[src/rtl/core/ibm_ram.sv]
// ----------------------------------------------------------------------------
// ibm_ram
// single write port, single read port ram with registered read data
// ----------------------------------------------------------------------------
`default_nettype none

module ibm_ram #(
  parameter int unsigned W     = 8,
  parameter int unsigned DEPTH = 16,
  parameter int unsigned AW    = 4
) (
  input  wire logic          clk_i,
  input  wire logic          we_i,
  input  wire logic [AW-1:0] waddr_i,
  input  wire logic [W-1:0]  wdata_i,
  input  wire logic [AW-1:0] raddr_i,
  output logic      [W-1:0]  rdata_o
);

  logic [W-1:0] mem [DEPTH];
  logic [W-1:0] rdata_q;

  always_ff @(posedge clk_i) begin
    if (we_i) begin
      mem[waddr_i] <= wdata_i;
    end
    rdata_q <= mem[raddr_i];
  end

  assign rdata_o = rdata_q;

endmodule

`default_nettype wire

[config.mk]
export PLATFORM = sky130hd
export DESIGN_NAME = ibm_ram
export DESIGN_NICKNAME = d
export VERILOG_FILES = /design/src/rtl/core/ibm_ram.sv
export SDC_FILE = /design/constraint.sdc
export NUM_CORES = 1
export LEC_CHECK = 0
export BUFFER_PORTS_ARGS = -buffer_cell sky130_fd_sc_hd__buf_2
export CORE_MARGIN = 5
export CORE_UTILIZATION = 64
export DETAILED_ROUTE_END_ITERATION = 6
export PLACE_DENSITY = 0.81
export SLEW_MARGIN = 15
export SYNTH_ARGS = -nofsm -noshare
export SYNTH_HDL_FRONTEND = slang
export SYNTH_SLANG_ARGS = --single-unit
[constraint.sdc]
create_clock -name clk_i -period 2.9 [get_ports clk_i]
set_input_delay 0.58 -clock clk_i [delete_from_list [all_inputs] [get_ports clk_i]]
set_output_delay 0.58 -clock clk_i [all_outputs]
set_load 0.01 [all_outputs]
==> results of run 1 <==
==> flip-flops by register name, summed over array words and instances (netlist names) <==
signal and flops:
mem 128, rdata_o 8
==> layer usage <==
metal	up-vias	routed length [um]	global-route usage
li1	1064	-	-
met1	1294	3870	0.309
met2	166	5260	0.361
met3	10	1050	0.0785
met4	0	136	0.0630
met5	-	0	0
==> area by class of cell <==
cell class	instances	share of cell area
multi-input cells	83	0.174
clock buffers	17	0.0683
clock inverters	15	0.0367
repair buffers	38	0.0388
flip-flops and latches	136	0.661
well taps	102	0.0211
==> cells in the final DEF (no fill, tap or decap), types with 2 or more instances in the layout <==
cell / n
buf_2: 25
nand3b_1: 2
edfxtp_1: 128
mux4_1: 14
inv_6: 3
nand2_1: 9
nor2_1: 13
nor3_1: 4
clkinv_4: 2
mux4_2: 18
dfxtp_1: 8
clkinv_2: 2
nand2b_1: 2
clkinvlp_4: 2
a22oi_1: 16
bufinv_16: 5
clkbuf_16: 16
buf_4: 12
==> final timing paths <==
kind                   startpoint  slack, ns             endpoint  cells past startpoint
max                    waddr_i[2]       1.26  mem[2][5]$_DFFE_PP_                      3
max reg2reg   mem[1][3]$_DFFE_PP_       1.38   rdata_o[3]$_DFF_P_                      3
min                    wdata_i[6]       0.46  mem[6][6]$_DFFE_PP_                      1
min reg2reg  mem[15][0]$_DFFE_PP_       0.68   rdata_o[0]$_DFF_P_                      3
==> where the power goes <==
part	internal, mW	switching, mW	leakage [nW]
clock network	1.49	0.816	0.307
registers	2.20	0.0145	1.22
logic	0.0845	0.122	0.544
==> kinds of logic (layout without fill, tap and decap cells) <==
family | Yosys count | after routing | share of synthesized area
simple gates | 35 | 35 | 0.0318
flops | 136 | 136 | 0.778
mux | 32 | 32 | 0.150
buf+inv | 10 | 70 | 0.0168
compound gates | 16 | 16 | 0.0233
==> stage by stage <==
stage               cell area [um^2]  setup WS, ns  hold slack, ns  cells   util
finish                          6060          1.26           0.458    391  0.780
global route                    6060          1.21           0.438    391  0.780
CTS                             6060          1.24           0.435    391  0.780
detailed placement              5420         0.735           0.665    359  0.698
global placement                5420         0.742           0.655    359  0.698
floorplan                       5150         0.827           0.629    229      -
==> worst max-delay path, delay by kind of cell <==
family                 cells  cell delay (ns)
buffers and inverters      1             0.11
and+or+nand+nor            2             1.09
==> flow_metrics.py, run 1 <==
metrics = {
    "timing": {
        "finalHoldViolCount": 0,
        "final-setup-viol-count": 0,
        "relSlewSlack": 0.392,
        "fmax_mhz": 609,
        "rsz0062_at_grt": "false",
        "min_period_ns": 1.64,
        "period_share": 0.566,
        "finClkSkew_ns": 0.00909,
        "tns_ns": 0,
        "worst_pin_slew_ns": 0.909,
        "drv_slew": 0,
    },
    "clock_network": {
        "post_cts_buffers": 0,
        "clk_latency_ns": 0.52,
        "cts_hold_buf": 0,
        "cts_htree_levels": 4,
        "cts-buffers-inserted": 17,
        "cts_tree": "yes",
        "root_buffer": "clkbuf_8",
        "clk_pin_slew_ns": 0.06,
        "post_cts_resized": 0,
        "clock-sinks": 136,
        "cts.path.max_buffers": 2,
    },
    "global_routing": {
        "grt_pass1_wl_um": 15600,
        "grt_max_degree": 33,
        "antenna_found_initial": 0,
        "grt_pass1_vias": 2574,
        "globalRoute.totalOverflow": 0,
        "grt.total_usage": 0.229,
    },
    "finish": {
        "regArea_um2": 4000,
        "diodes": 0,
        "drive_gt1_frac": 0.304,
        "nNetsFinal": 294,
        "n_fill_cell": 396,
        "area_growth_pct": 17.7,
        "multi_input_area_um2": 1060,
    },
    "drt": {
        "ant_nets": 0,
        "route.detailed.drc": 0,
        "vias_per_cell": 6.48,
        "via_count": 2534,
        "first_pass_iters": 5,
        "drtIter0Drc": 273,
        "wl_um": 10300,
        "wl_per_cell_um": 26.4,
    },
    "synthesis": {
        "synth_top_flop_cell": "edfxtp_1",
        "netlist_instances": 229,
        "synth_common_cells": "edfxtp_1 (128), mux4_2 (18), a22oi_1 (16), mux4_1 (14), nor2_1 (13)",
        "syn_area_per_cell_um2": 22.5,
        "synth_area_um2": 5150,
        "synth.net_count": 247,
        "synth_top_area_frac": 0.747,
        "post-synth-top-count-cell": "edfxtp_1",
        "synth-seq-cells": 136,
        "ys_seq_area_frac": 0.778,
        "yosysTopAreaCell": "edfxtp_1",
        "synthTopCellsByArea": "edfxtp_1 (75%), mux4_2 (7.9%), mux4_1 (7.1%)",
        "synth-edff-count": 128,
        "ys_async_sr_fraction": 0,
        "synth.distinct_cells": 19,
        "ys.warnings.count": 0,
    },
    "placement": {
        "hpwl_um": 5910,
        "port_buffers": 25,
        "routabilityCongestion": 0.731,
    },
    "setup_path": {
        "worstPathCellList": "buf_2 > or3b_2 > nor2_1",
        "cp_slowest_cell": "nor2_1",
        "critical_path_class": "in -> reg",
        "crit_required_ns": 3.05,
        "cp_max_fo": 8,
        "critPathCaptureType": "register",
        "startpoint_type": "primary input",
        "cp_slowest_stage_delay_ns": 0.59,
        "crit_arrival_ns": 1.79,
    },
    "power": {
        "p_leak_nw": 2.07,
        "peakVddDrop_mv": 0.665,
        "powerDensity_nw_per_um2": 779,
        "power_mw": 4.72,
    },
    "run_status": {
        "outcome": "finished, final reports clean",
    },
    "die": {
        "io_pins": 26,
        "die_h_um": 99.7,
        "rows": 32,
        "dieWidth_um": 99.7,
        "dieArea_um2": 9940,
        "initial_utilization": 0.663,
        "core_area_um2": 7770,
    },
    "min_path": {
        "hold_path.class": "in -> reg",
    },
    "flow_run": {
        "max_cap_viol_count": 0,
    },
}
No activity file was read; power rests on OpenSTA's default activity.
==> run 2, diff against run 1 <==
- CORE_UTILIZATION: 64 -> 54
- PLACE_DENSITY: 0.81 -> 0.72
- clock period: 2.9 -> 1.4 ns (I/O delays scaled with it)
==> flow_metrics.py, run 2 (synthesis results as in run 1) <==
metrics = {
    "clock_network": {
        "post_cts_buffers": 0,
        "post_cts_resized": 0,
        "clk_latency_ns": 0.52,
        "cts-buffers-inserted": 17,
        "clock-sinks": 136,
        "cts.path.max_buffers": 2,
        "cts_tree": "yes",
        "cts_htree_levels": 4,
        "cts_hold_buf": 0,
        "root_buffer": "clkbuf_8",
        "clk_pin_slew_ns": 0.06,
    },
    "finish": {
        "drive_gt1_frac": 0.384,
        "regMostFlops": "mem",
        "area_growth_pct": 22.9,
        "final_cell_mix": "edfxtp_1 (128), buf_4 (31), buf_2 (25)",
        "layout_commonest_cell": "edfxtp_1",
        "largest_reg_flops": 128,
        "utilization": 0.681,
        "n_fill_cell": 598,
        "nNetsFinal": 315,
        "diodes": 0,
    },
    "power": {
        "intPower_mw": 7.84,
        "clkPwrFrac": 0.485,
        "p_seq_frac": 0.468,
        "powerDensity_nw_per_um2": 1550,
        "switchingPower_mw": 1.94,
        "p_sw_frac": 0.199,
        "p_leak_nw": 2.20,
        "combPwrFrac": 0.047,
        "peakVddDrop_mv": 0.669,
    },
    "drt": {
        "ant_nets": 0,
        "wl_um": 9420,
        "via_count": 2446,
        "first_pass_iters": 4,
        "drtIter0Drc": 156,
        "wl_per_cell_um": 21.5,
        "route.detailed.drc": 0,
        "vias_per_cell": 5.57,
    },
    "die": {
        "io_pins": 26,
        "rows": 35,
        "dieWidth_um": 108,
        "dieArea_um2": 11600,
        "die_h_um": 108,
        "initial_utilization": 0.554,
        "core_area_um2": 9280,
    },
    "setup_path": {
        "r2r-start": "mem[9][4]$_DFFE_PP_",
        "cp.depth": 3,
        "setup.worst_path.start": "mem[9][4]$_DFFE_PP_",
        "cp_slowest_stage_delay_ns": 0.51,
        "worstRegToRegCells": 3,
        "cp_max_fo": 1,
        "crit_arrival_ns": 1.74,
        "critPathCaptureType": "register",
        "regToRegEndpoint": "rdata_o[4]$_DFF_P_",
        "crit_end": "rdata_o[4]$_DFF_P_",
        "worstPathCellList": "mux4_1 > a22oi_1 > nand2_1",
        "critical_path_class": "reg -> reg",
        "startpoint_type": "register",
        "crit_required_ns": 1.81,
        "rrSetupSlack_ns": 0.06,
        "crit_family": "multiplexers",
        "cp_slowest_cell": "mux4_1",
        "critPathBufInv": 0,
    },
    "timing": {
        "fmax_mhz": 748,
        "drv_slew": 0,
        "min_period_ns": 1.34,
        "finClkSkew_ns": 0.00704,
        "rsz0062_at_grt": "false",
        "tns_ns": 0,
        "finalHoldViolCount": 0,
        "worst_pin_slew_ns": 0.769,
        "relSlewSlack": 0.487,
        "final-setup-viol-count": 0,
        "period_share": 0.954,
    },
    "global_routing": {
        "antenna_found_initial": 0,
        "globalRoute.totalOverflow": 0,
        "grt_pass1_wl_um": 14900,
        "grt_max_degree": 17,
        "grt_pass1_vias": 2570,
        "grt.total_usage": 0.183,
    },
    "placement": {
        "routabilityCongestion": 0.749,
        "port_buffers": 25,
        "hpwl_um": 6260,
    },
    "run_status": {
        "outcome": "finished, final reports clean",
    },
    "min_path": {
        "hold_path.class": "in -> reg",
        "hold_depth": 1,
    },
    "flow_run": {
        "max_cap_viol_count": 0,
    },
}
==> run 2: cell types whose count changed in the layout (fill, tap and decap cells not counted), moves of 2 or more <==
cell and change:
buf_4 +19, a22oi_1 -3, a22oi_2 +3, nor2_1 -3, nor2_2 +3, nor3_1 -3
buf_12 +2, nor3_2 +2
==> run 2: worst reg2reg max path, stage by stage, from the launching register on <==
cell      delay [ns]
edfxtp_1        0.36
mux4_1          0.51
a22oi_1         0.27
nand2_1         0.08
==> run 2: power by group through the flow <==
stage                     clock network [mW]  logic, mW  registers (mW)
after global placement                     0      0.448            4.66
final                                   4.75      0.461            4.58
after detailed placement                   0      0.459            4.66
after CTS                               4.80      0.461            4.58
after global routing                    5.01      0.502            4.59
after floorplan                            0      0.238            4.67
==> run 2: metal layers <==
metal  GRT usage  vias to the layer above  wire [um]
met5           0                        -          0
met4      0.0812                        0         92
met3      0.0450                        6        461
met2       0.280                       71       4700
met1       0.251                     1256       4160
li1            -                     1113          -
==> run 2: worst min path at each step <==
| stage | start | to | slack, ns |
|---|---|---|---|
| global placement | mem[15][5]$_DFFE_PP_ | rdata_o[5]$_DFF_P_ | 0.65 |
| global route | wdata_i[2] | mem[7][2]$_DFFE_PP_ | 0.14 |
| CTS | wdata_i[2] | mem[7][2]$_DFFE_PP_ | 0.12 |
| finish | wdata_i[5] | mem[12][5]$_DFFE_PP_ | 0.14 |
| detailed placement | mem[14][5]$_DFFE_PP_ | rdata_o[5]$_DFF_P_ | 0.65 |
| floorplan | wdata_i[0] | mem[0][0]$_DFFE_PP_ | 0.38 |
==> run 2: layout make-up <==
type	instances	area, um^2	share of cell area
multi-input combinational	83	1100	0.174
clock buffer	17	414	0.0655
timing repair buffer	59	418	0.0661
sequential	136	4000	0.633
clock inverter	15	224	0.0354
tap	129	161	0.0255
==> run 2: per-stage QoR <==
stage	std cells	power, mW	hold WS (ns)	setup slack [ns]	instance area (um^2)
5_1_grt	439	10.1	0.137	0.00565	6320
3_5_place_dp	407	5.12	0.652	-0.281	5670
6_report	439	9.79	0.140	0.0637	6320
2_1_floorplan	229	4.91	0.379	-0.0165	5190
3_3_place_gp	407	5.11	0.653	-0.249	5670
4_1_cts	439	9.84	0.120	0.0560	6310
==> run 3, diff against run 2 <==
- RECOVER_POWER: not set -> 25
==> flow_metrics.py, run 3 (synthesis results as in run 1) <==
metrics = {
    "run_status": {
        "outcome": "finished, final reports clean",
    },
    "timing": {
        "finClkSkew_ns": 0.00422,
        "relSlewSlack": 0.490,
        "period_share": 0.951,
        "fin_hold_ws_ns": 0.156,
        "min_period_ns": 1.33,
        "finalHoldViolCount": 0,
        "rsz0062_at_grt": "false",
        "fmax_mhz": 751,
        "final-setup-viol-count": 0,
        "drv_slew": 0,
        "worst_pin_slew_ns": 0.764,
    },
    "die": {
        "rows": 35,
        "io_pins": 26,
        "dieWidth_um": 108,
        "initial_utilization": 0.554,
        "core_area_um2": 9280,
        "die_h_um": 108,
        "dieArea_um2": 11600,
    },
    "clock_network": {
        "clk_latency_ns": 0.52,
        "cts_hold_buf": 0,
        "cts.path.max_buffers": 2,
        "clock-sinks": 136,
        "cts-buffers-inserted": 17,
        "clk_pin_slew_ns": 0.06,
        "cts_tree": "yes",
        "cts_htree_levels": 4,
        "root_buffer": "clkbuf_8",
    },
    "finish": {
        "n_fill_cell": 600,
        "final_cell_mix": "edfxtp_1 (128), buf_4 (31), buf_2 (20)",
        "area_growth_pct": 22.8,
        "drive_gt1_frac": 0.368,
        "nNetsFinal": 315,
        "fin_cells": 439,
        "largest_reg_flops": 128,
        "regMostFlops": "mem",
        "layout_commonest_cell": "edfxtp_1",
        "diodes": 0,
    },
    "power": {
        "p_sw_frac": 0.199,
        "combPwrFrac": 0.047,
        "powerDensity_nw_per_um2": 1550,
        "clkPwrFrac": 0.485,
        "switchingPower_mw": 1.95,
        "p_leak_nw": 2.19,
        "peakVddDrop_mv": 0.669,
        "p_seq_frac": 0.468,
        "intPower_mw": 7.84,
    },
    "drt": {
        "first_pass_iters": 4,
        "drtIter0Drc": 182,
        "route.detailed.drc": 0,
        "ant_nets": 0,
        "vias_per_cell": 5.64,
        "wl_um": 9390,
        "via_count": 2477,
        "wl_per_cell_um": 21.4,
    },
    "min_path": {
        "hold_path.class": "in -> reg",
    },
    "placement": {
        "port_buffers": 25,
        "place_inst": 407,
        "routabilityCongestion": 0.749,
        "hpwl_um": 6260,
    },
    "global_routing": {
        "globalRoute.totalOverflow": 0,
        "grt_pass1_vias": 2570,
        "grt_max_degree": 17,
        "antenna_found_initial": 0,
        "grt.total_usage": 0.183,
        "grt_pass1_wl_um": 14900,
    },
    "setup_path": {
        "critPathCaptureType": "register",
        "crit_required_ns": 1.80,
        "startpoint_type": "register",
        "rrSetupSlack_ns": 0.07,
        "cp_max_fo": 1,
        "critical_path_class": "reg -> reg",
        "crit_arrival_ns": 1.73,
    },
    "flow_run": {
        "max_cap_viol_count": 0,
    },
}
## run 3: final timing paths
kind | from | to | cells after the start
worst min register to register | mem[14][7]$_DFFE_PP_ | rdata_o[7]$_DFF_P_ | 3
worst max-delay path | mem[9][4]$_DFFE_PP_ | rdata_o[4]$_DFF_P_ | 3
worst max register to register | mem[9][4]$_DFFE_PP_ | rdata_o[4]$_DFF_P_ | 3
worst min-delay path | wdata_i[1] | mem[6][1]$_DFFE_PP_ | 1
## run 3: power groups by stage
| stage | logic (mW) | clock network, mW | registers [mW] |
|---|---|---|---|
| floorplan | 0.238 | 0 | 4.67 |
| global placement | 0.448 | 0 | 4.66 |
| detailed placement | 0.459 | 0 | 4.66 |
| CTS | 0.461 | 4.80 | 4.58 |
| global route | 0.499 | 5.01 | 4.59 |
| finish | 0.458 | 4.75 | 4.58 |
## run 3: timing repair
| action | 4_1_cts | 5_1_grt |
|---|---|---|
| buffers inserted | 0 | 0 |
| endpoints found under the setup margin | 0 | 3 |
| resized for setup | 0 | 3 |
## run 3: worst max-delay path, stage by stage, from the launching register on
cell,delay [ns]
edfxtp_1,0.36
mux4_1,0.51
a22oi_1,0.27
nand2_1,0.08
## run 3: final cells by class
| cell class | instances | area, um^2 | area share |
|---|---|---|---|
| tap | 129 | 161 | 0.0255 |
| sequential | 136 | 4000 | 0.634 |
| timing repair buffer | 59 | 412 | 0.0651 |
| clock buffer | 17 | 414 | 0.0655 |
| multi-input combinational | 83 | 1100 | 0.175 |
| clock inverter | 15 | 224 | 0.0354 |
## run 3: per-layer routing
metal | GRT usage | vias to the layer above | part of all wire
met4 | 0.0812 | 0 | 0.015
met1 | 0.251 | 1279 | 0.44
met2 | 0.280 | 76 | 0.50
met3 | 0.0450 | 11 | 0.048
li1 | - | 1111 | -
met5 | 0 | - | 0
## run 3: stage by stage
step / setup TNS, ns / worst slack (ns) / cell area (um^2) / utilization / power, mW
2_1_floorplan: -0.0929 / -0.0165 / 5190 / - / 4.91
3_3_place_gp: -4.00 / -0.249 / 5670 / 0.611 / 5.11
3_5_place_dp: -4.89 / -0.281 / 5670 / 0.611 / 5.12
4_1_cts: 0 / 0.0560 / 6310 / 0.680 / 9.84
5_1_grt: 0 / 0.00565 / 6320 / 0.681 / 10.1
6_report: 0 / 0.0680 / 6320 / 0.681 / 9.79
